File: config.mk
export PLATFORM = sky130hd
export DESIGN_NAME = sadr_ctrl
export DESIGN_NICKNAME = d
export VERILOG_FILES = /design/src/design/sadr_pkg.sv /design/src/design/sadr_ctrl.sv
export SDC_FILE = /design/constraint.sdc
export NUM_CORES = 1
export LEC_CHECK = 0
export BUFFER_PORTS_ARGS = -buffer_cell sky130_fd_sc_hd__buf_2
export CAP_MARGIN = 20
export CELL_PAD_IN_SITES_DETAIL_PLACEMENT = 1
export CELL_PAD_IN_SITES_GLOBAL_PLACEMENT = 1
export CORE_AREA = 3 3 44 46
export DETAILED_ROUTE_END_ITERATION = 6
export DIE_AREA = 0 0 47 49
export GPL_TIMING_DRIVEN = 0
export PLACE_DENSITY_LB_ADDON = 0.05
export SLEW_MARGIN = 20
export SYNTH_ARGS = -nofsm -noshare
export SYNTH_HDL_FRONTEND = slang
export SYNTH_SLANG_ARGS = --single-unit
File: constraint.sdc
create_clock -name clock -period 1.15 [get_ports clock]
set_clock_uncertainty 0.15 [all_clocks]
set_input_delay 0.115 -clock clock [delete_from_list [all_inputs] [get_ports clock]]
set_output_delay 0.115 -clock clock [all_outputs]
set_load 0.02 [all_outputs]
File: src/design/sadr_pkg.sv
// Shared types and constants for the stream-aware dead-block replacement core.
package sadr_pkg;
   localparam int ADDR_W = 64;
   localparam int SET_FIELD_W = 11;
   localparam int WAY_FIELD_W = 4;
   localparam int DC_W = 2;
   localparam int CNT_W = 16;
   localparam int K_W = 5;

   localparam logic [0:0] REQ_QUERY = 1'b0;
   localparam logic [0:0] REQ_UPDATE = 1'b1;

   localparam logic [0:0] CSR_THRESHOLD = 1'b0;
   localparam logic [0:0] CSR_DECAY = 1'b1;

   typedef enum logic [2:0] {
      OP_IDLE,
      OP_CLEAR,
      OP_READ,
      OP_HIST,
      OP_SCAN,
      OP_WRITE,
      OP_DECAY,
      OP_DECAY_WB
   } op_type;

   typedef struct packed {
      op_type op;
      logic   capture;
   } cmd_type;

   typedef struct packed {
      logic clear_done;
      logic hist_done;
      logic scan_done;
      logic decay_needed;
      logic decay_done;
   } status_type;
endpackage

File: src/design/sadr_ctrl.sv
// Sequencer for requests, the clearing pass and the decay sweep.
module sadr_ctrl (
   input  logic                clock,
   input  logic                reset,
   input  logic                req_tvalid,
   output logic                req_tready,
   input  logic                req_is_update,
   output logic                rsp_tvalid,
   input  logic                rsp_tready,
   input  sadr_pkg::status_type status,
   output sadr_pkg::cmd_type    cmd
);
   import sadr_pkg::*;

   typedef enum logic [2:0] {
      ST_CLEAR, ST_IDLE, ST_READ, ST_HIST, ST_SCAN, ST_WRITE, ST_DECAY, ST_DECAY_WB
   } state_type;

   state_type state_ff, state_in;
   logic rsp_valid_ff, rsp_valid_in;
   logic is_update_ff, is_update_in;

   // A new request is taken only once the previous response has left.
   assign req_tready = (state_ff == ST_IDLE) && !rsp_valid_ff;
   assign rsp_tvalid = rsp_valid_ff;

   always_comb begin
      state_in = state_ff;
      rsp_valid_in = rsp_valid_ff && !rsp_tready;
      is_update_in = is_update_ff;
      cmd.op = OP_IDLE;
      cmd.capture = 1'b0;
      case (state_ff)
         ST_CLEAR: begin
            cmd.op = OP_CLEAR;
            if (status.clear_done) state_in = ST_IDLE;
         end
         ST_IDLE: begin
            if (req_tvalid && req_tready) begin
               cmd.capture = 1'b1;
               is_update_in = req_is_update;
               state_in = ST_READ;
            end
         end
         ST_READ: begin
            cmd.op = OP_READ;
            state_in = ST_HIST;
         end
         ST_HIST: begin
            cmd.op = OP_HIST;
            if (status.hist_done) state_in = is_update_ff ? ST_WRITE : ST_SCAN;
         end
         ST_SCAN: begin
            cmd.op = OP_SCAN;
            if (status.scan_done) begin
               rsp_valid_in = 1'b1;
               state_in = ST_IDLE;
            end
         end
         ST_WRITE: begin
            cmd.op = OP_WRITE;
            if (status.decay_needed) begin
               state_in = ST_DECAY;
            end else begin
               rsp_valid_in = 1'b1;
               state_in = ST_IDLE;
            end
         end
         ST_DECAY: begin
            cmd.op = OP_DECAY;
            state_in = ST_DECAY_WB;
         end
         ST_DECAY_WB: begin
            cmd.op = OP_DECAY_WB;
            if (status.decay_done) begin
               rsp_valid_in = 1'b1;
               state_in = ST_IDLE;
            end else begin
               state_in = ST_DECAY;
            end
         end
         default: state_in = ST_IDLE;
      endcase
   end

   always_ff @(posedge clock) begin
      if (reset) begin
         state_ff <= ST_CLEAR;
         rsp_valid_ff <= 1'b0;
         is_update_ff <= 1'b0;
      end else begin
         state_ff <= state_in;
         rsp_valid_ff <= rsp_valid_in;
         is_update_ff <= is_update_in;
      end
   end
endmodule

==> impl_metrics.tcl, run 1 <==
set metrics [dict create \
    cts.htree.levels 1 \
    net_switching_power_uw 351 \
    clkSinkCount 5 \
    final_core_utilization_pct 51.5 \
    synth.distinct_cells 31 \
    seq_power_share_pct 23.0 \
    worstPathArrival_ns 1.18 \
    initial_utilization_pct 27.4 \
    half_perimeter_wire_length_of_the_detailed_placement_result_um 919 \
    post_dp_cell_area_um2 557 \
    antenna_cells_inserted 0 \
    p_sw_share_pct 36.3 \
    path_max_fanout 5 \
    wire_length_of_the_first_global_routing_pass_mm 2.29 \
    clk_root_buf "sky130_fd_sc_hd__clkbuf_4" \
    routed-via-count 502 \
    gpl.final_weighted_congestion 0.742 \
    critical_path.cell_chain "nor4b_4 -> and2_4 -> buf_6" \
    timing.final.hold_violations 0 \
    grt_overflow 0 \
    max-vdd-ir-drop_uv 474 \
    number_of_max_slew_violations_in_the_final_report 0 \
    timing.critical_path.buf_inv 1 \
    viasPerCell 5.12 \
    setup_ws_ns -0.298 \
    internal_power_uw 616 \
    total_power_uw 967 \
    later_pin_clock_latency_in_the_skew_report_ns 0.25 \
    min_period_over_period_pct 126 \
    synthCells 50 \
    floorplan.core_area_um2 1540 \
    die_area_um2 2300 \
    via_count_of_the_first_global_routing_pass 473 \
    finalInstanceArea_um2 793 \
    setup_violation_total_in_the_final_timing_report 9 \
    netlist_top_cells_area "sky130_fd_sc_hd__dfxtp_1 24%, sky130_fd_sc_hd__mux2i_1 7.1%, sky130_fd_sc_hd__nand2b_1 5.9%" \
    cap_viol_max_count 0 \
    timing.max_slew.rel_slack_pct 78.2 \
    die_w_um 47 \
    clock_transition_at_the_registers_of_the_reported_paths_ns 0.04 \
    cts_buffers 3 \
    clockPowerShare_pct 22.0 \
    wirelength_routed_mm 1.47 \
    io-pin-count 16 \
    power_density_nw_per_um2 1220 \
    ant_nets 0 \
    leakagePower_nw 0.350 \
    drt-wirelength-per-cell_um 15.0 \
    synth_net_count 60 \
    setup_tns_ns -1.95 \
    synth.top_cell.area_share_pct 23.7 \
    io_buf_count 15 \
    drc 0 \
    die_height_um 49 \
    floorplan.rows 14 \
    drt_iter0_markers 4 \
    cp_max_stage_cell "sky130_fd_sc_hd__dfxtp_4" \
    worstSetupPathType "flip-flop to primary output" \
    max_freq_mhz 691 \
    area_growth_pct 88.1 \
    synth.largest_area_cell "sky130_fd_sc_hd__dfxtp_1" \
    cpPeakStageDelay_ns 0.37 \
    maximum_number_of_pins_on_one_net_before_global_route_repair 11 \
    worst_pin_slew_ns 0.327 \
    cp-start-kind "flip-flop" \
    status "finished, violations left" \
    violations "negative setup slack" \
    tritoncts "done" \
    timing.reg2reg.setup_slack_ns -0.26 \
    synth_seq_cells 5 \
    filler_cell_count 190 \
    grt_setup_unrepaired "yes" \
    clock_tree.buffer_depth 2 \
    min_period_ns 1.45 \
    final_layout_size_suffix_gt1_share_pct 67.1 \
    detailedRoute.firstPassIterationCount 4 \
    synth_seq_area_share_pct 23.7 \
    post_synth_instance_area_um2 422 \
    antenna_found_initial 0 \
    gr_util_all_layers_pct 14.2 \
    finish.net_count 93 \
    worst_path_dominant_cell_family "simple AND/OR/NAND/NOR gates" \
    hold_ws_ns 0.00381 \
    logic_pwr_share_pct 55.0 \
    critPathRequiredTime_ns 0.88 \
    synth_area_per_cell_um2 8.43 \
    min-delay-path-class "input port to flip-flop" \
    synth.yosys.warnings 0 \
    worst_setup_path_end_kind "primary output" \
]
## layout make-up
class	instances	area [µm²]	share of cell area, %
inverter	1	3.75	0.473
tap	16	20.0	2.52
clock buffer	4	26.3	3.31
sequential	5	113	14.2
multi-input combinational	39	350	44.2
buffer	5	57.6	7.26
timing repair buffer	28	223	28.1
## Yosys cell counts
library cell	count
sky130_fd_sc_hd__o21ai_1	3
sky130_fd_sc_hd__a221oi_2	1
sky130_fd_sc_hd__o21ai_0	2
sky130_fd_sc_hd__nand3b_1	1
sky130_fd_sc_hd__or3_1	1
sky130_fd_sc_hd__mux2i_1	3
sky130_fd_sc_hd__and2_2	1
sky130_fd_sc_hd__nor2b_1	2
sky130_fd_sc_hd__a32o_1	1
sky130_fd_sc_hd__o22ai_1	1
sky130_fd_sc_hd__dlygate4sd1_1	1
sky130_fd_sc_hd__dfxtp_1	5
sky130_fd_sc_hd__nor2_1	5
sky130_fd_sc_hd__a22oi_1	1
sky130_fd_sc_hd__a32oi_1	1
sky130_fd_sc_hd__xor2_1	1
sky130_fd_sc_hd__and2b_1	1
sky130_fd_sc_hd__nand2_2	1
sky130_fd_sc_hd__or4_1	1
sky130_fd_sc_hd__buf_4	1
sky130_fd_sc_hd__nand2b_1	4
sky130_fd_sc_hd__inv_1	1
sky130_fd_sc_hd__nand2_1	2
sky130_fd_sc_hd__a21bo_2	1
sky130_fd_sc_hd__nor4b_2	1
sky130_fd_sc_hd__o211a_1	1
sky130_fd_sc_hd__and4bb_1	1
sky130_fd_sc_hd__buf_6	2
sky130_fd_sc_hd__a21oi_1	1
sky130_fd_sc_hd__clkbuf_1	1
sky130_fd_sc_hd__nor3_1	1
## kinds of logic (layout without fill, tap and decap cells)
group / count (synthesis) / in the layout / share of synthesized area (%)
XOR/XNOR: 1 / 1 / 2.08
AO/OA/AOI/OAI: 13 / 13 / 23.1
flip-flops: 5 / 5 / 23.7
multiplexers: 3 / 3 / 7.12
buffers and inverters: 6 / 38 / 11.0
AND/OR/NAND/NOR: 22 / 22 / 32.9
## layout by cell type, fill, tap and decap left out, drive strengths merged, types with 2 or more instances in the layout
cell and instances:
mux2i 3, nor2 5, dlygate4sd3 2, o21ai 5
buf 30, nor2b 2, nand2b 4, dfxtp 5
nand2 3, clkbuf 5
## per-layer routing
layer	track usage, %	share of wire, %	vias up
li1	-	-	245
met1	18.8	44	239
met2	19.2	48	13
met3	3.69	2.8	5
met4	9.68	4.6	0
met5	0	0	-
## metrics by stage
stage,std cells,worst slack (ns)
global route,98,-0.368
finish,98,-0.298
global placement,81,-0.306
CTS,95,-0.314
floorplan,50,-0.390
detailed placement,81,-0.302
## timing repair
item	4_1_cts	5_1_grt
endpoints found under the setup margin	10	10
pin swaps	7	5
hold buffers	2	0
gates resized for setup	21	15
setup buffers	7	4
endpoints found under the hold margin	3	0
cloned	1	0
## registers in the layout, summed over array words and instances, names as in the netlist
name,flops
state_ff,3
is_update_ff,1
rsp_tvalid,1
## power groups by stage
stage               Sequential [mW]  Clock (mW)  Combinational (mW)
CTS                           0.221       0.218               0.508
detailed placement            0.218           0               0.353
finish                        0.222       0.213               0.532
global placement              0.218           0               0.353
floorplan                     0.211           0               0.268
global route                  0.225       0.240               0.573
## worst paths after layout
check	from	end	depth (start not counted)
worst max register to register	state_ff[2]$_SDFFE_PP0P_	state_ff[0]$_SDFFE_PP0P_	4
worst min register to register	is_update_ff$_SDFFE_PP0P_	is_update_ff$_SDFFE_PP0P_	2
worst max-delay path	state_ff[1]$_SDFFE_PP0P_	cmd[0]	3
worst min-delay path	rsp_tready	rsp_tvalid$_SDFF_PP0_	4
## worst min-delay path, stage by stage
cell and delay [ns]:
sky130_fd_sc_hd__buf_2 0.07, sky130_fd_sc_hd__nor2b_1 0.04, sky130_fd_sc_hd__a21oi_2 0.10, sky130_fd_sc_hd__nor2_1 0.04
Note: power is estimated with default switching activity, not from simulation.
==> run 2, diff against run 1 <==
Settings changed: CORE_AREA 3 3 44 46 to 4 4 45 47, DIE_AREA 0 0 47 49 to 0 0 49 51.
==> run 2 against run 1 <==
Effect of this change: the run still ends with negative setup slack left; clock-buffer cell count did not move; via count fell by 5.4%; die area rose by 8.5%; highest routed layer is now met3.
==> impl_metrics.tcl, run 2 (synthesized netlist as in run 1, its figures left out) <==
set metrics [dict create \
    area_growth_pct 85.2 \
    grt_setup_unrepaired "yes" \
    antenna_cells_inserted 0 \
    total_power_uw 962 \
    half_perimeter_wire_length_of_the_detailed_placement_result_um 974 \
    filler_cell_count 200 \
    clock_tree.buffer_depth 2 \
    floorplan.core_area_um2 1650 \
    gpl.final_weighted_congestion 0.718 \
    number_of_max_slew_violations_in_the_final_report 0 \
    min-delay-path-class "input port to flip-flop" \
    registers.top_by_ff_count "state_ff" \
    cp_max_stage_cell "sky130_fd_sc_hd__dfxtp_4" \
    floorplan.rows 15 \
    tritoncts "done" \
    cap_viol_max_count 0 \
    placement.setup.worst_slack_ns -0.305 \
    finalInstanceArea_um2 781 \
    min_period_over_period_pct 130 \
    worst_setup_path_end_kind "primary output" \
    drt-wirelength-per-cell_um 14.7 \
    clkSinkCount 5 \
    worstSetupPathType "flip-flop to primary output" \
    wirelength_routed_mm 1.41 \
    cp-start-kind "flip-flop" \
    min_period_ns 1.49 \
    worstPathArrival_ns 1.23 \
    timing.max_slew.rel_slack_pct 83.2 \
    worst_pin_slew_ns 0.251 \
    hold_ws_ns 0.0254 \
    power_density_nw_per_um2 1230 \
    die_w_um 49 \
    max-vdd-ir-drop_uv 977 \
    cts_buffers 3 \
    later_pin_clock_latency_in_the_skew_report_ns 0.24 \
    violations "negative setup slack" \
    routed-via-count 475 \
    finish.net_count 90 \
    antenna_found_initial 0 \
    leakagePower_nw 0.328 \
    setup_tns_ns -2.24 \
    cts.htree.levels 1 \
    wire_length_of_the_first_global_routing_pass_mm 2.44 \
    maximum_number_of_pins_on_one_net_before_global_route_repair 11 \
    io-pin-count 16 \
    cpPeakStageDelay_ns 0.37 \
    grt_overflow 0 \
    drt_iter0_markers 7 \
    max_freq_mhz 670 \
    ant_nets 0 \
    leading_cell_types_in_the_layout_fill_and_taps_excluded "10 x sky130_fd_sc_hd__buf_6, 10 x sky130_fd_sc_hd__buf_2, 5 x sky130_fd_sc_hd__buf_4" \
    post_dp_cell_area_um2 558 \
    clock_transition_at_the_registers_of_the_reported_paths_ns 0.04 \
    status "finished, violations left" \
    clk_root_buf "sky130_fd_sc_hd__clkbuf_4" \
    initial_utilization_pct 25.5 \
    io_buf_count 15 \
    final_layout_size_suffix_gt1_share_pct 63.3 \
    viasPerCell 4.95 \
    timing.final.hold_violations 0 \
    critical_path.cell_chain "nor4b_4 -> and2_4 -> buf_6" \
    path_max_fanout 6 \
    setup_violation_total_in_the_final_timing_report 10 \
    setup_ws_ns -0.342 \
    detailedRoute.firstPassIterationCount 4 \
    critPathRequiredTime_ns 0.88 \
    drc 0 \
    via_count_of_the_first_global_routing_pass 504 \
    max_ffs_per_register 3 \
    placedCellCount 82 \
    die_height_um 51 \
    final_core_utilization_pct 47.3 \
    gr_util_all_layers_pct 12.6 \
    final-instance-count-excl-fill 96 \
    die_area_um2 2500 \
]
-- run 2: cell count changes in the layout (fill, tap and decap cells not counted), sizes merged --
cell,before,now
buf,30,27
-- run 2: worst paths after layout --
kind / from / to / slack (ns) / depth (start not counted)
worst max-delay path: state_ff[1]$_SDFFE_PP0P_ / cmd[0] / -0.34 / 3
worst min-delay path: rsp_tready / rsp_tvalid$_SDFF_PP0_ / 0.03 / 4
worst max register to register: state_ff[1]$_SDFFE_PP0P_ / is_update_ff$_SDFFE_PP0P_ / -0.30 / 5
worst min register to register: is_update_ff$_SDFFE_PP0P_ / is_update_ff$_SDFFE_PP0P_ / 0.36 / 2
-- run 2: metal layers --
layer / global-route usage [%] / wire length, µm
met2: 20.2 / 732
met3: 3.50 / 36
met1: 16.8 / 641
met4: 2.69 / 0
met5: 0 / 0
-- run 2: area by class of cell --
cell class | count | area [µm²] | share of cell area (%)
Tap cell | 17 | 21.3 | 2.72
Buffer | 5 | 63.8 | 8.17
Inverter | 1 | 3.75 | 0.481
Sequential cell | 5 | 113 | 14.4
Clock buffer | 4 | 26.3 | 3.37
Timing Repair Buffer | 25 | 211 | 27.1
Multi-Input combinational cell | 39 | 342 | 43.8
-- run 2: power breakdown --
| part | leakage [nW] | switching, mW | internal [mW] |
|---|---|---|---|
| logic | 0.270 | 0.237 | 0.305 |
| clock network | 0.0150 | 0.0680 | 0.131 |
| registers | 0.0434 | 0.0290 | 0.192 |
| total | 0.328 | 0.334 | 0.628 |
-- run 2: what timing repair did --
| item | CTS | global route |
|---|---|---|
| setup buffers | 6 | 1 |
| endpoints found under the setup margin | 10 | 10 |
| hold endpoints to repair | 3 | 0 |
| pin swaps | 6 | 5 |
| gates resized for setup | 21 | 15 |
| gates cloned | 0 | 1 |
| hold buffers | 2 | 0 |
-- run 2: worst max-delay path: cells and delay by family (launching register included) --
family                 cells  cell delay (ns)
flip-flops                 1             0.37
buffers and inverters      1             0.11
AND/OR/NAND/NOR            2             0.50
==> run 3, diff against run 2 <==
Settings changed: CORE_AREA 4 4 45 47 to 4 4 44 46, DIE_AREA 0 0 49 51 to 0 0 48 50.
==> run 3 against run 2 <==
Effect of this change: the flow still finishes with violations (negative setup slack); worst hold slack gained 0.014 ns; sequential power is essentially flat; cell area shrank 3.4%; worst setup slack gained 0.070 ns.
==> impl_metrics.tcl, run 3 (synthesized netlist as in run 1, its figures left out) <==
set metrics [dict create \
    half_perimeter_wire_length_of_the_detailed_placement_result_um 937 \
    max_ffs_per_register 3 \
    cap_viol_max_count 0 \
    grt_overflow 0 \
    worst_setup_path_end_kind "primary output" \
    ant_nets 0 \
    later_pin_clock_latency_in_the_skew_report_ns 0.24 \
    drc 0 \
    critical_path.cell_chain "nor4b_4 -> and2_4 -> buf_6" \
    viasPerCell 5.06 \
    timing.max_slew.rel_slack_pct 83.9 \
    routed-via-count 481 \
    violations "negative setup slack" \
    antenna_found_initial 0 \
    hold_ws_ns 0.0393 \
    die_area_um2 2400 \
    placedCellCount 81 \
    antenna_cells_inserted 0 \
    max_freq_mhz 703 \
    detailedRoute.firstPassIterationCount 4 \
    min-delay-path-class "input port to flip-flop" \
    min_period_ns 1.42 \
    final-instance-count-excl-fill 95 \
    power_density_nw_per_um2 1180 \
    path_max_fanout 4 \
    timing.critical_path.buf_inv 1 \
    worst_pin_slew_ns 0.241 \
    combined_area_of_the_multi_input_logic_cells_um2 349 \
    filler_cell_count 185 \
    seqCellArea_um2 113 \
    cts_buffers 3 \
    die_height_um 50 \
    setup_violation_total_in_the_final_timing_report 9 \
    gr_util_all_layers_pct 13.4 \
    total_power_uw 893 \
    min_period_over_period_pct 124 \
    die_w_um 48 \
    leading_cell_types_in_the_layout_fill_and_taps_excluded "12 x sky130_fd_sc_hd__buf_2, 7 x sky130_fd_sc_hd__buf_6, 6 x sky130_fd_sc_hd__buf_4" \
    worst_path_dominant_cell_family "simple AND/OR/NAND/NOR gates" \
    finish.net_count 90 \
    wirelength_routed_mm 1.31 \
    final_layout_size_suffix_gt1_share_pct 62.0 \
    number_of_max_slew_violations_in_the_final_report 0 \
    final_core_utilization_pct 50.1 \
    drt_iter0_markers 9 \
    via_count_of_the_first_global_routing_pass 533 \
    leakagePower_nw 0.325 \
    drt-wirelength-per-cell_um 13.8 \
    io_buf_count 15 \
    grt_setup_unrepaired "yes" \
    initial_utilization_pct 28.0 \
    cts.htree.levels 1 \
    gpl.final_weighted_congestion 0.700 \
    timing.final.hold_violations 0 \
    critPathRequiredTime_ns 0.88 \
    wire_length_of_the_first_global_routing_pass_mm 2.30 \
    clk_root_buf "sky130_fd_sc_hd__clkbuf_4" \
    maximum_number_of_pins_on_one_net_before_global_route_repair 9 \
    finalInstanceArea_um2 754 \
    post_dp_cell_area_um2 557 \
    worstSetupPathType "flip-flop to primary output" \
    io-pin-count 16 \
    status "finished, violations left" \
    floorplan.core_area_um2 1510 \
    tritoncts "done" \
    clock_transition_at_the_registers_of_the_reported_paths_ns 0.04 \
    cpPeakStageDelay_ns 0.35 \
    clock_tree.buffer_depth 2 \
    placement.setup.worst_slack_ns -0.302 \
    setup_ws_ns -0.272 \
    worstPathArrival_ns 1.16 \
    floorplan.rows 14 \
    setup_tns_ns -1.85 \
    clkSinkCount 5 \
    max-vdd-ir-drop_uv 806 \
    most_frequent_standard_cell_in_the_layout_excluding_fill_and_tap_cells "sky130_fd_sc_hd__buf_2" \
    area_growth_pct 78.9 \
    cp_max_stage_cell "sky130_fd_sc_hd__dfxtp_4" \
    registers.top_by_ff_count "state_ff" \
    cp-start-kind "flip-flop" \
]
run 3: power breakdown:
part           switching (mW)  total [mW]  internal (mW)
sequential             0.0280       0.220          0.192
clock                  0.0734       0.205          0.131
combinational           0.215       0.468          0.253
total                   0.316       0.893          0.577
run 3: timing repair:
action	4_1_cts	5_1_grt
cloned	1	0
setup buffers	7	0
setup endpoints to repair	10	10
pin swaps	7	7
gates resized for setup	24	6
hold endpoints to repair	3	0
hold buffers	2	0
run 3: worst paths after layout:
| check | from | endpoint | slack [ns] | cells past startpoint |
|---|---|---|---|---|
| worst min-delay path | reset | state_ff[1]$_SDFFE_PP0P_ | 0.04 | 3 |
| worst min register to register | is_update_ff$_SDFFE_PP0P_ | is_update_ff$_SDFFE_PP0P_ | 0.37 | 2 |
| worst max-delay path | rsp_tvalid$_SDFF_PP0_ | cmd[0] | -0.27 | 3 |
| worst max register to register | rsp_tvalid$_SDFF_PP0_ | is_update_ff$_SDFFE_PP0P_ | -0.25 | 5 |
run 3: worst reg2reg max path, stage by stage (launching register included):
cell	delay [ns]
sky130_fd_sc_hd__dfxtp_4	0.35
sky130_fd_sc_hd__nor4b_4	0.28
sky130_fd_sc_hd__and2_4	0.18
sky130_fd_sc_hd__buf_4	0.10
sky130_fd_sc_hd__mux2i_1	0.18
sky130_fd_sc_hd__nor2_1	0.05
run 3: final cells by class:
cell class / instances / share of cell area [%]
repair buffers: 25 / 25.2
multi-input cells: 39 / 46.3
well taps: 16 / 2.65
plain buffers: 5 / 6.97
inverters: 1 / 0.498
flip-flops and latches: 5 / 14.9
clock buffers: 4 / 3.48
run 3: metal layers:
layer / GRT usage, % / vias to the layer above / wire [µm]
li1: - / 239 / -
met1: 17.0 / 230 / 563
met2: 20.7 / 12 / 683
met3: 5.45 / 0 / 60
met4: 2.69 / 0 / 0
met5: 0 / - / 0
